$ cat config.mk
export PLATFORM = sky130hd
export DESIGN_NAME = ngp_ctrl
export DESIGN_NICKNAME = d
export VERILOG_FILES = /design/src/hdl/ngp_pkg.sv /design/src/hdl/ngp_ctrl.sv
export SDC_FILE = /design/constraint.sdc
export NUM_CORES = 1
export LEC_CHECK = 0
export BUFFER_PORTS_ARGS = -buffer_cell sky130_fd_sc_hd__buf_4
export CAP_MARGIN = 10
export CORE_AREA = 8 8 51 53
export DETAILED_ROUTE_END_ITERATION = 8
export DIE_AREA = 0 0 59 61
export GPL_TIMING_DRIVEN = 1
export PLACE_DENSITY = 0.91
export SYNTH_ARGS = -nofsm -noshare
export SYNTH_HDL_FRONTEND = slang
export SYNTH_SLANG_ARGS = --single-unit
$ cat constraint.sdc
create_clock -name clk -period 3.1 [get_ports clk]
set_input_delay 0.465 -clock clk [delete_from_list [all_inputs] [get_ports clk]]
set_output_delay 0.465 -clock clk [all_outputs]
set_load 0.03 [all_outputs]
$ cat src/hdl/ngp_pkg.sv
// ----------------------------------------------------------------------------
// ngp_pkg: shared types and constants
// Widths, FSM encoding and the command/status bundles of the nested group
// proximal block.
// ----------------------------------------------------------------------------
`timescale 1ns / 1ps
`default_nettype none
package ngp_pkg;

  localparam int MAX_LENGTH = 32;
  localparam int IDX_W      = (MAX_LENGTH > 1) ? $clog2(MAX_LENGTH) : 1;
  localparam int CNT_W      = $clog2(MAX_LENGTH + 1);
  localparam int VAL_W      = 32;
  localparam int WGT_W      = 31;
  localparam int POS_W      = 5;
  localparam int FAC_W      = 17;
  localparam int QUO_W      = 16;
  localparam int SUM_W      = 64;
  localparam int ROOT_W     = 32;
  localparam logic [FAC_W-1:0] ONE_Q16 = FAC_W'(65536);

  typedef enum logic [13:0] {
    S_LOAD     = 14'b00000000000001,
    S_SUM_RD   = 14'b00000000000010,
    S_SUM_SQ   = 14'b00000000000100,
    S_SUM_ACC  = 14'b00000000001000,
    S_ROOT     = 14'b00000000010000,
    S_DIV0     = 14'b00000000100000,
    S_DIV      = 14'b00000001000000,
    S_SC_RD    = 14'b00000010000000,
    S_SC_MUL   = 14'b00000100000000,
    S_SC_WR    = 14'b00001000000000,
    S_OUT_RD   = 14'b00010000000000,
    S_OUT_CAP  = 14'b00100000000000,
    S_OUT_HOLD = 14'b01000000000000,
    S_SPARE    = 14'b10000000000000
  } state_t;

  typedef struct packed {
    logic load;
    logic run_init;
    logic sq_cap;
    logic acc_add;
    logic k_inc;
    logic root_init;
    logic root_step;
    logic div_init;
    logic div_step;
    logic scale_init;
    logic sc_cap;
    logic sc_wr;
    logic next_j;
    logic out_init;
    logic out_cap;
    logic clr;
  } cmd_t;

  typedef struct packed {
    logic k_last;
    logic j_zero;
    logic root_last;
    logic div_last;
  } sts_t;

endpackage
`default_nettype wire

$ cat src/hdl/ngp_ctrl.sv
// ----------------------------------------------------------------------------
// ngp_ctrl: sequencing state machine
// Steps load, tail sum, square root, division, scaling and emit phases.
// ----------------------------------------------------------------------------
`timescale 1ns / 1ps
`default_nettype none
module ngp_ctrl (
  input  wire logic          clk,
  input  wire logic          rst,
  input  wire logic          in_valid,
  input  wire logic          in_last,
  output logic               in_ready,
  output logic               out_valid,
  input  wire logic          out_ready,
  input  wire ngp_pkg::sts_t sts,
  output ngp_pkg::cmd_t      cmd
);
  ngp_pkg::state_t state, state_next;

  always_ff @(posedge clk) begin
    if (rst) begin
      state <= ngp_pkg::S_LOAD;
    end else begin
      state <= state_next;
    end
  end

  always_comb begin
    cmd        = '0;
    state_next = state;
    in_ready   = 1'b0;
    out_valid  = 1'b0;
    case (state)
      ngp_pkg::S_LOAD: begin
        in_ready = 1'b1;
        if (in_valid) begin
          cmd.load = 1'b1;
          if (in_last) begin
            cmd.run_init = 1'b1;
            state_next   = ngp_pkg::S_SUM_RD;
          end
        end
      end
      ngp_pkg::S_SUM_RD: state_next = ngp_pkg::S_SUM_SQ;
      ngp_pkg::S_SUM_SQ: begin
        cmd.sq_cap = 1'b1;
        state_next = ngp_pkg::S_SUM_ACC;
      end
      ngp_pkg::S_SUM_ACC: begin
        cmd.acc_add = 1'b1;
        if (sts.k_last) begin
          cmd.root_init = 1'b1;
          state_next    = ngp_pkg::S_ROOT;
        end else begin
          cmd.k_inc  = 1'b1;
          state_next = ngp_pkg::S_SUM_RD;
        end
      end
      ngp_pkg::S_ROOT: begin
        cmd.root_step = 1'b1;
        if (sts.root_last) state_next = ngp_pkg::S_DIV0;
      end
      ngp_pkg::S_DIV0: begin
        cmd.div_init = 1'b1;
        state_next   = ngp_pkg::S_DIV;
      end
      ngp_pkg::S_DIV: begin
        cmd.div_step = 1'b1;
        if (sts.div_last) begin
          cmd.scale_init = 1'b1;
          state_next     = ngp_pkg::S_SC_RD;
        end
      end
      ngp_pkg::S_SC_RD: state_next = ngp_pkg::S_SC_MUL;
      ngp_pkg::S_SC_MUL: begin
        cmd.sc_cap = 1'b1;
        state_next = ngp_pkg::S_SC_WR;
      end
      ngp_pkg::S_SC_WR: begin
        cmd.sc_wr = 1'b1;
        if (sts.k_last) begin
          if (sts.j_zero) begin
            cmd.out_init = 1'b1;
            state_next   = ngp_pkg::S_OUT_RD;
          end else begin
            cmd.next_j = 1'b1;
            state_next = ngp_pkg::S_SUM_RD;
          end
        end else begin
          cmd.k_inc  = 1'b1;
          state_next = ngp_pkg::S_SC_RD;
        end
      end
      ngp_pkg::S_OUT_RD: state_next = ngp_pkg::S_OUT_CAP;
      ngp_pkg::S_OUT_CAP: begin
        cmd.out_cap = 1'b1;
        state_next  = ngp_pkg::S_OUT_HOLD;
      end
      ngp_pkg::S_OUT_HOLD: begin
        out_valid = 1'b1;
        if (out_ready) begin
          if (sts.k_last) begin
            cmd.clr    = 1'b1;
            state_next = ngp_pkg::S_LOAD;
          end else begin
            cmd.k_inc  = 1'b1;
            state_next = ngp_pkg::S_OUT_RD;
          end
        end
      end
      default: state_next = ngp_pkg::S_LOAD;
    endcase
  end
endmodule
`default_nettype wire

==> results.txt <==
----------------------------------------------------
[Global routing]
  Maximum number of pins on one net before global-route repair ... 13
  Global-route congestion overflow total ... 0
  First-pass GRT wire length ... between 4 and 5 mm
  Antenna violations before repair ... 0
  Total GRT Usage ... between 15 and 20%
  Number of global-route vias before repair ... ~1000

[Synthesis]
  Post-synthesis cell area ... 943.4 µm²
  Synthesized area divided by synthesized cell count ... roughly 7.7 µm²
  Yosys warns ... 0
  Cell type contributing the most total cell area after synthesis ... dfxtp_1
  XOR/XNOR share of the synthesized area ... under 10%
  Largest family of logic cells by synthesized area ... simple AND/OR/NAND/NOR gates
  Number of distinct library cells after synthesis ... between 40 and 50
  Count of state elements after synthesis ... 13
  Simple-gate share of the synthesized area ... 41.78%
  Post-Synthesis Net Count ... 131
  Area share of fa/ha/maj cells after synthesis ... 0%
  Share of synthesized area occupied by flip-flops and latches ... ~28%
  Leading cell types by total area after synthesis ... dfxtp_1 (28%), nor2_1 (6.8%), nor3b_1 (4.8%), nor4_1 (4.6%), nor3_1 (3.7%)
  Complex-gate fraction of the synthesized area ... between 10% and 20%
  Synthesized instance count ... 122
  Top flip-flop cell by instance count after synthesis ... dfxtp_1
  Number of enable flip-flop cells after synthesis ... 0
  Share of synthesized registers carrying an async set or reset ... 0%
  Proportion of synthesized area in mux cells ... 0%
  Area share of the largest cell type after synthesis ... between 20% and 30%

[Final layout]
  Diodes inserted ... 0
  Fillers ... 177
  Regs by FF count ... state: 13 flops
  Final std cells w/o fill ... 171
  Area growth, synth to finish ... 20.95%
  Final cell utilization of the core ... between 60% and 70%
  Most common cell after layout, fill and taps aside ... buf_4
  Register with the most flip-flops ... state
  Most used cells in the layout excluding fill and tap cells ... buf_4 (27), nor2_1 (17), dfxtp_1 (13)
  Fraction of layout cells with a size suffix above 1 ... about 28%
  Number of nets in the final layout ... 154
  Flip-flop count of the largest register, all copies and words added ... 13

[Timing]
  Post-route clock skew ... between 0.006 and 0.007 ns
  Final number of setup-violating endpoints ... 0
  Maximum operating frequency ... approximately 0.36 GHz
  Final Max Slew Viols ... 0
  Total Neg Setup Slack ... 0 ns
  Hold Fails Final Rpt ... 0
  Minimum setup slack in the final design ... 0.2883 ns
  Slew @ Worst Pin ... 0.5210 ns
  Worst-case hold slack ... just over 0.4 ns
  Unrepaired setup endpoints after global routing ... false
  Headroom to the max-slew limit ... 65.26%
  Final clock period utilization by the worst path ... about nine tenths
  Time the final worst path needs with I/O delays and setup ... ~2.8 ns

[Critical path]
  Family of cells with the greatest summed delay on the critical path ... simple AND/OR/NAND/NOR gates
  CP required ... 2.63 ns
  Critical path launch point type ... flip-flop
  Worst path bufs/invs ... 1
  Worst path arrival time ... about 2.4 ns
  Path type of the worst setup path ... flip-flop to primary output
  Crit-path slowest cell ... nor4_2
  Highest cell delay on the worst timing path ... 0.51 ns
  Endpoint kind of the worst setup timing path ... primary output
  Maximum fanout along the worst path ... 11
  Critical Path, Cell by Cell ... nor4_2 -> nand3_1 -> nor3_1 -> and3_1 -> buf_4

[Floorplanning]
  Chip width ... 59 µm
  Starting Density ... 51.22%
  FP Rows ... 16
  Ports ... 27
  Floorplan core area ... between 1500 and 2000 µm²
  Vertical die dimension ... 61 µm
  Die area ... around 3600 µm²

[Power and ir drop]
  Total power density per cell area ... around 370 nW/µm²
  VDD IR-drop max ... about 270 µV
  Cell leakage power ... just under 0.5 nW

[Route]
  Drt wl/cell ... approximately 16 µm
  Number of detailed-route iterations in the first pass ... 4
  DRC violation count after routing ... 0
  Post-DRT Antenna Nets ... 0
  Wirelength, routed ... 2.803 mm
  Number of DRC violations after detailed-routing iteration 0 ... 44
  Number of vias after detailed routing ... around 1000
  Routed vias/inst ... between 6 and 7

[Placed design]
  Post-detail-place hpwl ... around 2.2 mm
  Placed cells ... around 170
  Worst slack at placement ... roughly 0.42 ns
  Number of buffers inserted by port buffering ... 26
  Final weighted congestion in routability-driven placement ... between 0.9 and 1

[Clocking]
  Number of H-tree levels ... 1
  TritonCTS clock tree ... done
  Latest clock arrival within the worst-skew pair ... ~0.28 ns
  Clock transition at the register clock pins on the worst setup and hold paths after CTS ... about 0.08 ns
  Maximum count of clock buffers along a single path ... 2
  Root Buffer Master ... clkbuf_4
  Clock sink count ... 13
  Cts bufs inserted ... 3

[Min path]
  Class of the tightest hold or removal check ... input pin to flip-flop

[Run status]
  Run status ... completed

[Flow run]
  Number of maximum-capacitance constraint violations ... 0

----------------------------------------------------
synth_stat cells (2+ instances only):
cell type,n
nor4_1,7
and2_1,3
xor2_1,4
o2111ai_1,2
buf_6,3
nor4b_1,3
o41ai_1,2
and3_1,2
nor2_1,17
o21ai_0,5
inv_1,4
a21oi_1,5
buf_2,2
nor3_1,7
nand3_1,4
dfxtp_1,13
nand2_1,8
nor3b_1,6
or4_4,3
report_power, final:
part / internal [W] / total [W] / switching [W]
clock network: 0.0000499 / 0.000107 / 0.0000569
logic: 0.0000498 / 0.000130 / 0.0000798
registers: 0.000173 / 0.000186 / 0.0000129
metrics by stage:
step	cell area, µm²	total power (W)
CTS	1135	0.0004224
global placement	1109	0.0003156
global route	1141	0.0004396
floorplan	949.7	0.0002792
detailed placement	1109	0.0003187
finish	1141	0.0004223
cells by family (layout without fill, tap and decap cells):
kind of cell           count (synthesis)  in the layout
flip-flops                            13             13
XOR/XNOR                               4              4
buffers and inverters                 13             35
AO/OA/AOI/OAI                         23             23
AND/OR/NAND/NOR                       69             69
layout make-up:
type | count | area [µm²] | share of cell area, %
multi-input combinational | 96 | 603.1 | 52.85
tap | 27 | 33.78 | 2.961
timing repair buffer | 27 | 202.7 | 17.76
sequential | 13 | 260.3 | 22.81
inverter | 4 | 15.01 | 1.316
clock buffer | 4 | 26.28 | 2.303
worst paths after layout:
kind                            depth (start not counted)         to  slack [ns]  startpoint
worst min-delay path                                    2  state[12]        0.41         rst
worst max register to register                          5   state[7]        0.69    state[4]
worst min register to register                          2  state[11]        0.52   state[10]
worst max-delay path                                    5     cmd[2]        0.29    state[4]
what timing repair did:
item / CTS / global route
buffers inserted: 0 / 0
setup endpoints to repair: 0 / 3
hold buffers: 0 / 0
resized for setup: 0 / 1
hold endpoints to repair: 0 / 0
per-layer routing:
metal | share of wire, % | GRT usage [%] | vias up
met4 | 1.6 | 10.58 | 0
met2 | 49 | 28.66 | 56
met3 | 8.7 | 4.025 | 6
met5 | 0 | 0 | -
li1 | - | - | 492
met1 | 40 | 17.05 | 473
Note: power is estimated with default switching activity, not from simulation.
